===== config.mk =====
export PLATFORM = sky130hd
export DESIGN_NAME = beacon_bearing_incremental_pid_core
export DESIGN_NICKNAME = d
export VERILOG_FILES = /design/src/design/bbip_pkg.sv /design/src/design/beacon_bearing_incremental_pid_core.sv
export SDC_FILE = /design/constraint.sdc
export NUM_CORES = 1
export LEC_CHECK = 0
export ABC_AREA = 1
export BUFFER_PORTS_ARGS = -buffer_cell sky130_fd_sc_hd__buf_4
export CORE_AREA = 2 2 234 236
export DETAILED_ROUTE_END_ITERATION = 8
export DIE_AREA = 0 0 236 238
export PLACE_DENSITY_LB_ADDON = 0.1
export SETUP_SLACK_MARGIN = 0.1
export SLEW_MARGIN = 0
export SYNTH_ARGS = -nofsm -noshare
export SYNTH_HDL_FRONTEND = slang
export SYNTH_SLANG_ARGS = --single-unit

===== constraint.sdc =====
create_clock -name i_clk -period 14.5 [get_ports i_clk]
set_input_delay 1.45 -clock i_clk [delete_from_list [all_inputs] [get_ports i_clk]]
set_output_delay 1.45 -clock i_clk [all_outputs]
set_load 0.05 [all_outputs]

===== src/design/bbip_pkg.sv =====
`timescale 1ns / 1ps
// Package for the beacon bearing incremental PID core: widths, register
// indexes, FSM type and the detector weight table. No dependencies.
package bbip_pkg;

    localparam int DET_CNT   = 10;
    localparam int DET_IDX_W = $clog2(DET_CNT);
    localparam int GAIN_W    = 12;
    localparam int CFG_W     = 12;
    localparam int CFG_ADDR_W = 3;
    localparam int SUM_W     = 10;   // -223..275
    localparam int MAG_W     = 9;    // magnitude of the weight sum
    localparam int CNT_W     = 4;    // active detectors 0..10
    localparam int REM_W     = 5;    // divider remainder, shifted
    localparam int ERR_W     = 8;
    localparam int OP_W      = 11;   // second-difference operand
    localparam int PROD_W    = GAIN_W + OP_W;
    localparam int DELTA_W   = 25;
    localparam int ACC_W     = 32;
    localparam int DEG_W     = ACC_W - 8;

    // configuration register indexes
    localparam logic [CFG_ADDR_W-1:0] REG_GAIN_P       = 3'd0;
    localparam logic [CFG_ADDR_W-1:0] REG_GAIN_I       = 3'd1;
    localparam logic [CFG_ADDR_W-1:0] REG_GAIN_D       = 3'd2;
    localparam logic [CFG_ADDR_W-1:0] REG_OUT_MIN      = 3'd3;
    localparam logic [CFG_ADDR_W-1:0] REG_OUT_MAX      = 3'd4;
    localparam logic [CFG_ADDR_W-1:0] REG_SEARCH_TICKS = 3'd5;
    localparam logic [CFG_ADDR_W-1:0] REG_CRUISE_SPEED = 3'd6;
    localparam logic [CFG_ADDR_W-1:0] REG_SEARCH_SPEED = 3'd7;

    // input kind and output mode codes
    localparam logic       KIND_FRAME = 1'b0;
    localparam logic       KIND_TICK  = 1'b1;
    localparam logic [1:0] MODE_TRACK    = 2'd0;
    localparam logic [1:0] MODE_STRAIGHT = 2'd1;
    localparam logic [1:0] MODE_SEARCH   = 2'd2;

    localparam logic [7:0] SERVO_CENTER = 8'd90;
    localparam logic [7:0] SERVO_SEARCH = 8'd45;
    localparam logic [7:0] SERVO_MAX    = 8'd180;

    typedef enum logic [5:0] {
        S_IDLE = 6'b000001,
        S_SUM  = 6'b000010,
        S_DIV  = 6'b000100,
        S_MUL  = 6'b001000,
        S_ACC  = 6'b010000,
        S_OUT  = 6'b100000
    } t_state;

    // bearing weight of each detector, left to right
    function automatic logic signed [ERR_W-1:0] det_weight(input logic [DET_IDX_W-1:0] idx);
        logic signed [ERR_W-1:0] w;
        case (idx)
            4'd0:    w = -8'sd88;
            4'd1:    w = -8'sd65;
            4'd2:    w = -8'sd45;
            4'd3:    w = -8'sd25;
            4'd4:    w = 8'sd10;
            4'd5:    w = 8'sd15;
            4'd6:    w = 8'sd35;
            4'd7:    w = 8'sd55;
            4'd8:    w = 8'sd75;
            4'd9:    w = 8'sd85;
            default: w = 8'sd0;
        endcase
        return w;
    endfunction

endpackage


===== src/design/beacon_bearing_incremental_pid_core.sv =====
`timescale 1ns / 1ps
// Top level of the beacon bearing incremental PID steering core.
// Depends on bbip_pkg; the port checker bbip_checker binds to it.
//
// A detector frame in which a beacon is seen passes through a scan of the ten
// detectors, one per cycle, nine steps of the bit-serial divider that forms
// the bearing, three passes through the single shared 12x11 multiplier for
// the P, I and D terms, one saturating accumulate and one output step.
// s_axis_tready is high only while the core is idle; the output register
// lets the next word in while a command still waits on m_axis.
module beacon_bearing_incremental_pid_core (
    input  logic                           i_clk,
    input  logic                           i_rst_n,
    input  logic                           s_axis_tvalid,
    output logic                           s_axis_tready,
    input  logic [15:0]                    s_axis_tdata,  // [9:0] detectors
    input  logic [0:0]                     s_axis_tuser,  // [0] kind
    output logic                           m_axis_tvalid,
    input  logic                           m_axis_tready,
    output logic [23:0]                    m_axis_tdata,  // [7:0] servo_angle,
                                                          // [15:8] motor_speed,
                                                          // [23:16] bearing
    output logic [1:0]                     m_axis_tuser,  // [1:0] mode
    input  logic                           i_cfg_we,
    input  logic [bbip_pkg::CFG_ADDR_W-1:0] i_cfg_addr,
    input  logic [bbip_pkg::CFG_W-1:0]     i_cfg_data
);
    import bbip_pkg::*;

    localparam logic [CNT_W-1:0] LAST_DET = CNT_W'(DET_CNT - 1);
    localparam logic [CNT_W-1:0] LAST_DIV = CNT_W'(MAG_W - 1);
    localparam logic [CNT_W-1:0] LAST_MUL = CNT_W'(2);

    // configuration registers
    logic signed [GAIN_W-1:0] r_gain_p, r_gain_i, r_gain_d;
    logic signed [7:0]        r_out_min, r_out_max;
    logic [7:0]               r_search_ticks, r_cruise_speed, r_search_speed;

    // controller state
    logic signed [ERR_W-1:0]  r_last_err, r_older_err;
    logic signed [ACC_W-1:0]  r_acc;
    logic [7:0]               r_tick_cnt;
    logic                     r_straight_done;

    // sequencer and datapath
    t_state                   r_state;
    logic [CNT_W-1:0]         r_step;
    logic [DET_CNT-1:0]       r_det;
    logic signed [SUM_W-1:0]  r_sum;
    logic [CNT_W-1:0]         r_cnt;
    logic [CNT_W-1:0]         r_divisor;
    logic [REM_W-1:0]         r_rem;
    logic [MAG_W-1:0]         r_quo;
    logic                     r_neg;
    logic signed [ERR_W-1:0]  r_e0;
    logic signed [PROD_W-1:0] r_prod;
    logic signed [DELTA_W-1:0] r_delta;
    logic [1:0]               r_mode;

    // output register
    logic                     r_m_valid;
    logic [23:0]              r_m_data;
    logic [1:0]               r_m_user;

    logic                     w_in_acc;
    logic                     w_out_load;
    logic                     w_active;
    logic signed [SUM_W-1:0]  w_sum_nx;
    logic [CNT_W-1:0]         w_cnt_nx;
    logic [MAG_W-1:0]         w_mag;
    logic [REM_W-1:0]         w_rem_sh;
    logic                     w_q_bit;
    logic [REM_W-1:0]         w_rem_nx;
    logic [MAG_W-1:0]         w_quo_nx;
    logic signed [MAG_W:0]    w_quo_signed;
    logic signed [GAIN_W-1:0] w_mul_a;
    logic signed [OP_W-1:0]   w_mul_b;
    logic signed [OP_W-1:0]   w_e0x, w_e1x, w_e2x;
    logic signed [DELTA_W-1:0] w_delta_fin;
    logic signed [ACC_W:0]    w_acc_sum;
    logic signed [ACC_W-1:0]  w_acc_sat;
    logic signed [DEG_W-1:0]  w_deg, w_deg_hi, w_deg_lo;
    logic signed [9:0]        w_servo_raw;
    logic [7:0]               w_servo;
    logic [23:0]              w_pay_data;

    assign s_axis_tready = (r_state == S_IDLE);
    assign w_in_acc      = s_axis_tvalid && s_axis_tready;
    assign w_out_load    = (r_state == S_OUT) && (!r_m_valid || m_axis_tready);

    assign m_axis_tvalid = r_m_valid;
    assign m_axis_tdata  = r_m_data;
    assign m_axis_tuser  = r_m_user;

    // detector scan: one detector per cycle
    assign w_active = !r_det[r_step];
    always_comb begin
        w_sum_nx = r_sum;
        w_cnt_nx = r_cnt;
        if (w_active) begin
            w_sum_nx = r_sum + SUM_W'(det_weight(r_step[DET_IDX_W-1:0]));
            w_cnt_nx = r_cnt + CNT_W'(1);
        end
    end
    assign w_mag = w_sum_nx[SUM_W-1] ? MAG_W'(-w_sum_nx) : MAG_W'(w_sum_nx);

    // restoring divider, one quotient bit per step
    assign w_rem_sh     = {r_rem[REM_W-2:0], r_quo[MAG_W-1]};
    assign w_q_bit      = (w_rem_sh >= REM_W'(r_divisor));
    assign w_rem_nx     = w_q_bit ? (w_rem_sh - REM_W'(r_divisor)) : w_rem_sh;
    assign w_quo_nx     = {r_quo[MAG_W-2:0], w_q_bit};
    assign w_quo_signed = r_neg ? -$signed({1'b0, w_quo_nx}) : $signed({1'b0, w_quo_nx});

    // shared multiplier operand select
    assign w_e0x = OP_W'(r_e0);
    assign w_e1x = OP_W'(r_last_err);
    assign w_e2x = OP_W'(r_older_err);
    always_comb begin
        case (r_step[1:0])
            2'd0: begin
                w_mul_a = r_gain_p;
                w_mul_b = w_e0x - w_e1x;
            end
            2'd1: begin
                w_mul_a = r_gain_i;
                w_mul_b = w_e0x;
            end
            2'd2: begin
                w_mul_a = r_gain_d;
                w_mul_b = w_e0x - (w_e1x <<< 1) + w_e2x;
            end
            default: begin
                w_mul_a = '0;
                w_mul_b = '0;
            end
        endcase
    end

    // saturating accumulate
    assign w_delta_fin = r_delta + DELTA_W'(r_prod);
    assign w_acc_sum   = (ACC_W+1)'(r_acc) + (ACC_W+1)'(w_delta_fin);
    always_comb begin
        if (w_acc_sum[ACC_W] != w_acc_sum[ACC_W-1]) begin
            w_acc_sat = w_acc_sum[ACC_W] ? {1'b1, {(ACC_W-1){1'b0}}}
                                         : {1'b0, {(ACC_W-1){1'b1}}};
        end else begin
            w_acc_sat = w_acc_sum[ACC_W-1:0];
        end
    end

    // degrees, clamp to out_max then out_min, then servo range
    assign w_deg = r_acc[ACC_W-1:8];
    always_comb begin
        w_deg_hi = (w_deg > DEG_W'(r_out_max)) ? DEG_W'(r_out_max) : w_deg;
        w_deg_lo = (w_deg_hi < DEG_W'(r_out_min)) ? DEG_W'(r_out_min) : w_deg_hi;
        w_servo_raw = 10'(w_deg_lo) + 10'sd90;
        if (w_servo_raw < 10'sd0) begin
            w_servo = 8'd0;
        end else if (w_servo_raw > 10'sd180) begin
            w_servo = SERVO_MAX;
        end else begin
            w_servo = w_servo_raw[7:0];
        end
    end

    always_comb begin
        case (r_mode)
            MODE_TRACK:    w_pay_data = {r_last_err, r_cruise_speed, w_servo};
            MODE_STRAIGHT: w_pay_data = {8'd0, r_cruise_speed, SERVO_CENTER};
            MODE_SEARCH:   w_pay_data = {8'd0, r_search_speed, SERVO_SEARCH};
            default:       w_pay_data = '0;
        endcase
    end

    // configuration writes
    always_ff @(posedge i_clk) begin
        if (!i_rst_n) begin
            r_gain_p       <= 12'sd384;
            r_gain_i       <= 12'sd0;
            r_gain_d       <= 12'sd77;
            r_out_min      <= -8'sd60;
            r_out_max      <= 8'sd60;
            r_search_ticks <= 8'd3;
            r_cruise_speed <= 8'd255;
            r_search_speed <= 8'd127;
        end else if (i_cfg_we) begin
            case (i_cfg_addr)
                REG_GAIN_P:       r_gain_p       <= i_cfg_data;
                REG_GAIN_I:       r_gain_i       <= i_cfg_data;
                REG_GAIN_D:       r_gain_d       <= i_cfg_data;
                REG_OUT_MIN:      r_out_min      <= i_cfg_data[7:0];
                REG_OUT_MAX:      r_out_max      <= i_cfg_data[7:0];
                REG_SEARCH_TICKS: r_search_ticks <= i_cfg_data[7:0];
                REG_CRUISE_SPEED: r_cruise_speed <= i_cfg_data[7:0];
                REG_SEARCH_SPEED: r_search_speed <= i_cfg_data[7:0];
                default: ;
            endcase
        end
    end

    // sequencer and controller state
    always_ff @(posedge i_clk) begin
        if (!i_rst_n) begin
            r_state         <= S_IDLE;
            r_step          <= '0;
            r_last_err      <= '0;
            r_older_err     <= '0;
            r_acc           <= '0;
            r_tick_cnt      <= '0;
            r_straight_done <= 1'b0;
            r_mode          <= MODE_TRACK;
        end else begin
            case (r_state)
                S_IDLE: begin
                    if (w_in_acc) begin
                        if (s_axis_tuser[0] == KIND_TICK) begin
                            if (r_tick_cnt != 8'd255) begin
                                r_tick_cnt <= r_tick_cnt + 8'd1;
                            end
                        end else begin
                            r_det   <= s_axis_tdata[DET_CNT-1:0];
                            r_sum   <= '0;
                            r_cnt   <= '0;
                            r_step  <= '0;
                            r_state <= S_SUM;
                        end
                    end
                end
                S_SUM: begin
                    r_sum  <= w_sum_nx;
                    r_cnt  <= w_cnt_nx;
                    r_step <= r_step + CNT_W'(1);
                    if (r_step == LAST_DET) begin
                        r_step <= '0;
                        if (w_cnt_nx != '0) begin
                            r_rem     <= '0;
                            r_quo     <= w_mag;
                            r_neg     <= w_sum_nx[SUM_W-1];
                            r_divisor <= w_cnt_nx + CNT_W'(1);
                            r_state   <= S_DIV;
                        end else if (r_tick_cnt >= r_search_ticks) begin
                            r_tick_cnt <= '0;
                            r_mode     <= r_straight_done ? MODE_SEARCH : MODE_STRAIGHT;
                            r_straight_done <= 1'b1;
                            r_state    <= S_OUT;
                        end else begin
                            r_state <= S_IDLE;
                        end
                    end
                end
                S_DIV: begin
                    r_rem  <= w_rem_nx;
                    r_quo  <= w_quo_nx;
                    r_step <= r_step + CNT_W'(1);
                    if (r_step == LAST_DIV) begin
                        r_step  <= '0;
                        r_e0    <= w_quo_signed[ERR_W-1:0];
                        r_prod  <= '0;
                        r_delta <= '0;
                        r_state <= S_MUL;
                    end
                end
                S_MUL: begin
                    r_prod  <= w_mul_a * w_mul_b;
                    r_delta <= r_delta + DELTA_W'(r_prod);
                    r_step  <= r_step + CNT_W'(1);
                    if (r_step == LAST_MUL) begin
                        r_step  <= '0;
                        r_state <= S_ACC;
                    end
                end
                S_ACC: begin
                    r_acc       <= w_acc_sat;
                    r_older_err <= r_last_err;
                    r_last_err  <= r_e0;
                    r_tick_cnt  <= '0;
                    r_mode      <= MODE_TRACK;
                    r_state     <= S_OUT;
                end
                S_OUT: begin
                    if (w_out_load) begin
                        r_state <= S_IDLE;
                    end
                end
                default: r_state <= S_IDLE;
            endcase
        end
    end

    // output register
    always_ff @(posedge i_clk) begin
        if (!i_rst_n) begin
            r_m_valid <= 1'b0;
        end else if (w_out_load) begin
            r_m_valid <= 1'b1;
        end else if (m_axis_tready) begin
            r_m_valid <= 1'b0;
        end
    end

    always_ff @(posedge i_clk) begin
        if (w_out_load) begin
            r_m_data <= w_pay_data;
            r_m_user <= r_mode;
        end
    end

endmodule


Word level (Yosys, flattened, before mapping)
Memory sizes are Yosys's and may differ from the RTL's. A register that Yosys moved wholly into a read port is not among the register bits.
Cells that the tools add are included.
{"block": "totals", "reg_bits": 270, "rom_bits": 128, "inputBits": 37, "output_inout_bits": 28, "elab_cells": 183, "mem_count": 1}
{"name": "(no name shown)", "words": 16, "width": 8, "read_ports": 1, "rd_clocked_by_memory_dff": 1, "wr": 0, "line": "bbip_pkg.sv:55", "text": "case (idx)"}
{"block": "op_classes", "n_addsub": 14, "mul": 1, "order_cmp": 7, "n_eq_ne": 33, "n_mux": 62, "n_bitwise": 2, "n_reduce_logical": 34}
{"op": "$mux W8", "count": 10}
{"op": "$pmux W24 S3", "count": 1}
{"op": "$mux W32", "count": 2}
{"op": "$pmux W25 S2", "count": 1}
{"op": "$mux W6", "count": 8}
{"op": "$pmux W23 S2", "count": 1}
{"op": "$mux W4", "count": 11}
{"op": "$mux W10", "count": 4}
{"op": "$pmux W12 S3", "count": 1}
{"op": "$pmux W6 S6", "count": 1}
{"op": "$add A32 B25 Y33", "count": 1}
{"op": "$pmux W11 S3", "count": 1}
{"op": "$mux W9", "count": 3}
{"op": "$add A25 B23 Y25", "count": 1}
{"op": "$mux W25", "count": 1}
{"op": "$gt A24 B8 Y1", "count": 1}
{"op": "$lt A24 B8 Y1", "count": 1}
{"op": "$mux W24", "count": 1}
{"op": "$pmux W8 S3", "count": 1}
{"op": "$reduce_and A4 Y1", "count": 6}
{"op": "$mul A12 B11 Y23", "count": 1}
{"op": "$mux W23", "count": 1}
{"op": "$pmux W10 S2", "count": 1}
{"op": "$pmux W9 S2", "count": 1}
{"op": "51 further kinds", "count": 92}

Logic depth before layout (Yosys ltp)
{"block": "logic_depth", "word_depth": 10, "mapped_depth": 50, "ltp_nobuf": 50}

Worst setup path before layout
OpenSTA, ideal clock, no wires.
{"block": "synth_timing", "path_type": "reg-to-reg", "from": "register r_e0[2]", "to": "register r_prod[22] (data pin)", "setup_ns": 0.259, "arrival_ns": 7.486, "required_time_ns": 14.241, "path_slack_ns": 6.754, "path_stages_with_launch": 46, "n_path_buf": 0, "period_less_slack_ns": 7.746, "cell_sequence": "edfxtp_1 > inv_1 > fa_1 > inv_1 > ha_1 > a21oi_1 > nor2_1 > nor2_1 > nor2_1 > o21ai_0 > nand2_1 > a21oi_1 > nor2_1 > nor2_1 > nor2_1 > nor2_1 > xor2_1 > o21ai_0 > [10 not listed] > a21oi_1 > o21ai_0 > a21oi_1 > o21bai_1 > nand3_1 > nand2_1 > nand2_1 > nand2_1 > a21oi_1 > inv_1 > a21oi_1 > nor2_1 > nor2_1 > nor2_1 > o21ai_0 > nand2_1 > o21ai_0 > a21oi_1"}
{"block": "synth_via", "elab_chain_cells": 5, "elab_cells_between_ends": 6, "cone_classes": "add/sub (3); mul (1); mux (2)"}
{"element": "start, declared", "line": "beacon_bearing_incremental_pid_core.sv:55", "text": "logic signed [ERR_W-1:0] r_e0;"}
{"element": "start signal, assigned", "line": "beacon_bearing_incremental_pid_core.sv:257", "text": "r_e0 <= w_quo_signed[ERR_W-1:0];"}
{"element": "$sub A8 B9 Y10", "line": "beacon_bearing_incremental_pid_core.sv:130", "text": "w_mul_b = w_e0x - (w_e1x <<< 1) + w_e2x;"}
{"element": "$add A10 B8 Y11", "line": "beacon_bearing_incremental_pid_core.sv:130"}
{"element": "$pmux W11 S3 *", "line": "beacon_bearing_incremental_pid_core.sv:119", "text": "case (r_step[1:0])"}
{"element": "$mul A12 B11 Y23 *", "line": "beacon_bearing_incremental_pid_core.sv:264", "text": "r_prod <= w_mul_a * w_mul_b;"}
{"element": "$pmux W23 S2 *", "line": "beacon_bearing_incremental_pid_core.sv:213", "text": "case (r_state)"}
{"element": "end signal, assigned", "line": "beacon_bearing_incremental_pid_core.sv:264"}
{"element": "end, declared", "line": "beacon_bearing_incremental_pid_core.sv:56", "text": "logic signed [PROD_W-1:0] r_prod;"}
Every way passes the cells marked *; elsewhere a longest branch is shown, timed or not.
A chain may end at the register's enable or synchronous reset.

Worst setup path in the final report
Same ends and word-level chain as after synthesis.

==> results by group <==
Place
  – Gpl congestion: 0.828
  – Post-DP HPWL: 41.0 mm
  – Area post-placement: 23400 um^2
  – DP Cell Count: 3513
  – Number of port buffers: 58

Synthesis
  – Post-synth ARST share: 0%
  – Synth Warn #: 0
  – Predominant post-synthesis flop cell: dfxtp_1
  – Synthesized instance count: 2818
  – Yosys cell types: 57
  – EDFF count, synth: 124
  – Seq/Total Area, Yosys: 30.6%
  – Synthesized flop and latch total: 278
  – Mapped Area: 22300 um^2
  – Syn Area/Cell: 7.90 um^2
  – Net Count, Synth: 3205

STA
  – RSZ-0062 raised after global routing: no
  – Hold WS: 0.454 ns
  – Final setup vio count: 0
  – Slew @ Worst Pin: 1.20 ns
  – Slew HR: 19.9%
  – Final Max Slew Viols: 0
  – Max Freq: 111 MHz
  – Fin. Hold Viols: 0
  – Setup TNS: 0 ns
  – Crit path time final: 9.04 ns
  – Fin crit share: 62.3%
  – Worst clock skew: 0.0263 ns

Setup path
  – CP max FO: 9
  – CP Capture Type: flip-flop
  – Data arrival time of the critical path: 9.41 ns
  – R2R depth: 45
  – Most used cell along the critical path: nor2_1
  – Setup CP Type: reg -> reg
  – WP data required: 14.87 ns
  – Max stage delay cell, worst path: fa_1
  – Crit path largest cell delay: 0.54 ns
  – CP Launch Type: flip-flop

Pwr
  – Static leakage: 12.1 nW
  – Maximum vdd drop: 0.0835 mV
  – Power density over the cells: 141 nW/um^2

Floorplan
  – DIE AREA: 56200 um^2
  – Core box area: 53500 um^2
  – Starting Density: 41.6%
  – Row count: 85
  – IO Pins: 65
  – Die Y: 238 um
  – Die width: 236 um

Final layout
  – Layout cell share with drive strength beyond 1: 6.72%
  – Commonest non-fill, non-tap cells in the layout: inv_1 (511), nand2_1 (502), nor2_1 (286)
  – Layout Utilization: 46.1%
  – Diode count: 0
  – Fin nets: 3243
  – Synthesis-to-layout area growth: 10.7%
  – Commonest non-fill, non-tap cell in the layout: inv_1
  – Post-route cell area: 24600 um^2
  – Fin cells: 3581
  – FILL cells: 5323

Hold path
  – Min-Delay Path Class: reg -> reg
  – Hold Path Depth: 2

Route
  – Vias: 17986
  – Drt wl/cell: 15.3 um
  – Final antenna-violating net count: 0
  – Via/cell ratio: 5.02
  – Initial DRC count: 887
  – Top routing layer in use: met4
  – Met2 WL: 26.2 mm
  – DRT Wirelength: 54.8 mm
  – Remaining DRCs: 0
  – Wire length on met3: 1.84 mm
  – Pre-antenna DRT Iters: 5
  – Met1 WL: 25.4 mm

CTS
  – Num Clock Sinks: 278
  – Clock Latency Late Sink: 0.56 ns
  – Clock slew at reported path FFs: 0.06 ns
  – CTS tree: yes
  – Max clock buf depth: 3
  – Postcts setup bufs: 0
  – Resize count post-CTS: 0
  – TritonCTS buffer count: 37
  – H-tree lvl count: 2
  – Clock root cell: clkbuf_16
  – Cts hold-fix bufs: 0

Global route
  – Pin count of the biggest net entering global routing: 102
  – Gr usage total: 19.8%
  – Vias in the first global route: 17957
  – First-pass GRT wire length: 90.6 mm
  – Antenna violations before repair: 0
  – Global route overflow: 0

Status
  – Outcome: finished, final reports clean

Job
  – Max-cap viol count: 0
[Yosys cell counts (6+ instances only)]
cell type  count  area, um^2
dfxtp_1      154        3080
clkbuf_1      61         229
o21ai_0      208        1040
xor2_1        68         596
a21oi_1      202        1010
nand3_1       95         475
nor4_1         6        37.5
o21ai_1       16        80.1
o31ai_1        8        60.1
inv_1        511        1920
ha_1         211        2640
nand2_1      502        1880
o21a_1         8        60.1
clkinv_1       7        26.3
edfxtp_1     124        3720
buf_1          9        33.8
nand4_1       15        93.8
o21bai_1      11        82.6
o211ai_1      10        75.1
nand2_2       19         119
a21oi_2        7        61.3
xnor2_1       26         228
fa_1         139        2780
nor3_1        29         145
o221ai_1       7        61.3
nor2_1       287        1080
[metrics by stage]
stage | power [mW] | setup WS [ns]
3_3_place_gp | 2.53 | 5.72
2_1_floorplan | 2.18 | 6.75
3_5_place_dp | 2.55 | 5.59
6_report | 3.47 | 5.46
4_1_cts | 3.52 | 5.54
5_1_grt | 3.82 | 4.77
[kinds of logic (layout without fill, tap and decap cells)]
group / after synthesis / count (layout) / share of synthesized area (%)
AND/OR/NAND/NOR: 979 / 979 / 18.3
buffers and inverters: 602 / 669 / 10.3
multiplexers: 2 / 2 / 0.0900
adder cells (fa/ha/maj): 350 / 350 / 24.4
flip-flops: 278 / 278 / 30.6
XOR/XNOR: 94 / 94 / 3.70
AO/OA/AOI/OAI: 513 / 513 / 12.7
[power by group]
part,switching [mW],internal (mW),total (mW)
Combinational,1.02,0.595,1.62
Sequential,0.0267,0.885,0.911
Clock,0.372,0.566,0.938
[sequential cells by signal, summed over array words and instances (netlist names), 9 cells and up, named ones only]
register / count
r_gain_d: 12
r_quo: 9
r_sum: 10
r_acc: 32
r_gain_i: 12
r_gain_p: 12
r_det: 10
m_axis_tdata: 24
r_prod: 23
r_delta: 25
[path summary, 6_finish.rpt]
kind | from | to | slack [ns]
setup / recovery | r_e0[2] | r_prod[22] | 5.46
hold / removal | r_cruise_speed[2] | r_cruise_speed[2] | 0.45
setup reg to reg | r_e0[2] | r_prod[22] | 5.46
hold reg to reg | r_cruise_speed[2] | r_cruise_speed[2] | 0.45
[layer usage]
metal  global-route usage [%]  vias to the layer above
li1                         -                     9108
met1                     25.6                     8541
met2                     34.7                      268
met3                     2.23                       69
met4                     6.08                        0
met5                        0                        -
[layout make-up]
type | count | area [um^2] | share of cell area, %
clock buffer | 52 | 1060 | 4.29
clock inverter | 16 | 185 | 0.751
inverter | 523 | 1960 | 7.97
multi-input combinational | 1938 | 13200 | 53.5
sequential | 278 | 6810 | 27.6
tap | 696 | 871 | 3.53
timing repair buffer | 78 | 586 | 2.38
[worst max-delay path, delay by kind of cell, from the launching register on]
family	cells	cell delay, ns
adder cells (fa/ha/maj)	8	3.71
AO/OA/AOI/OAI	12	2.31
AND/OR/NAND/NOR	19	2.11
flip-flops	1	0.37
buffers and inverters	5	0.31
XOR/XNOR	1	0.07
Note: power is estimated with default switching activity, not from simulation.
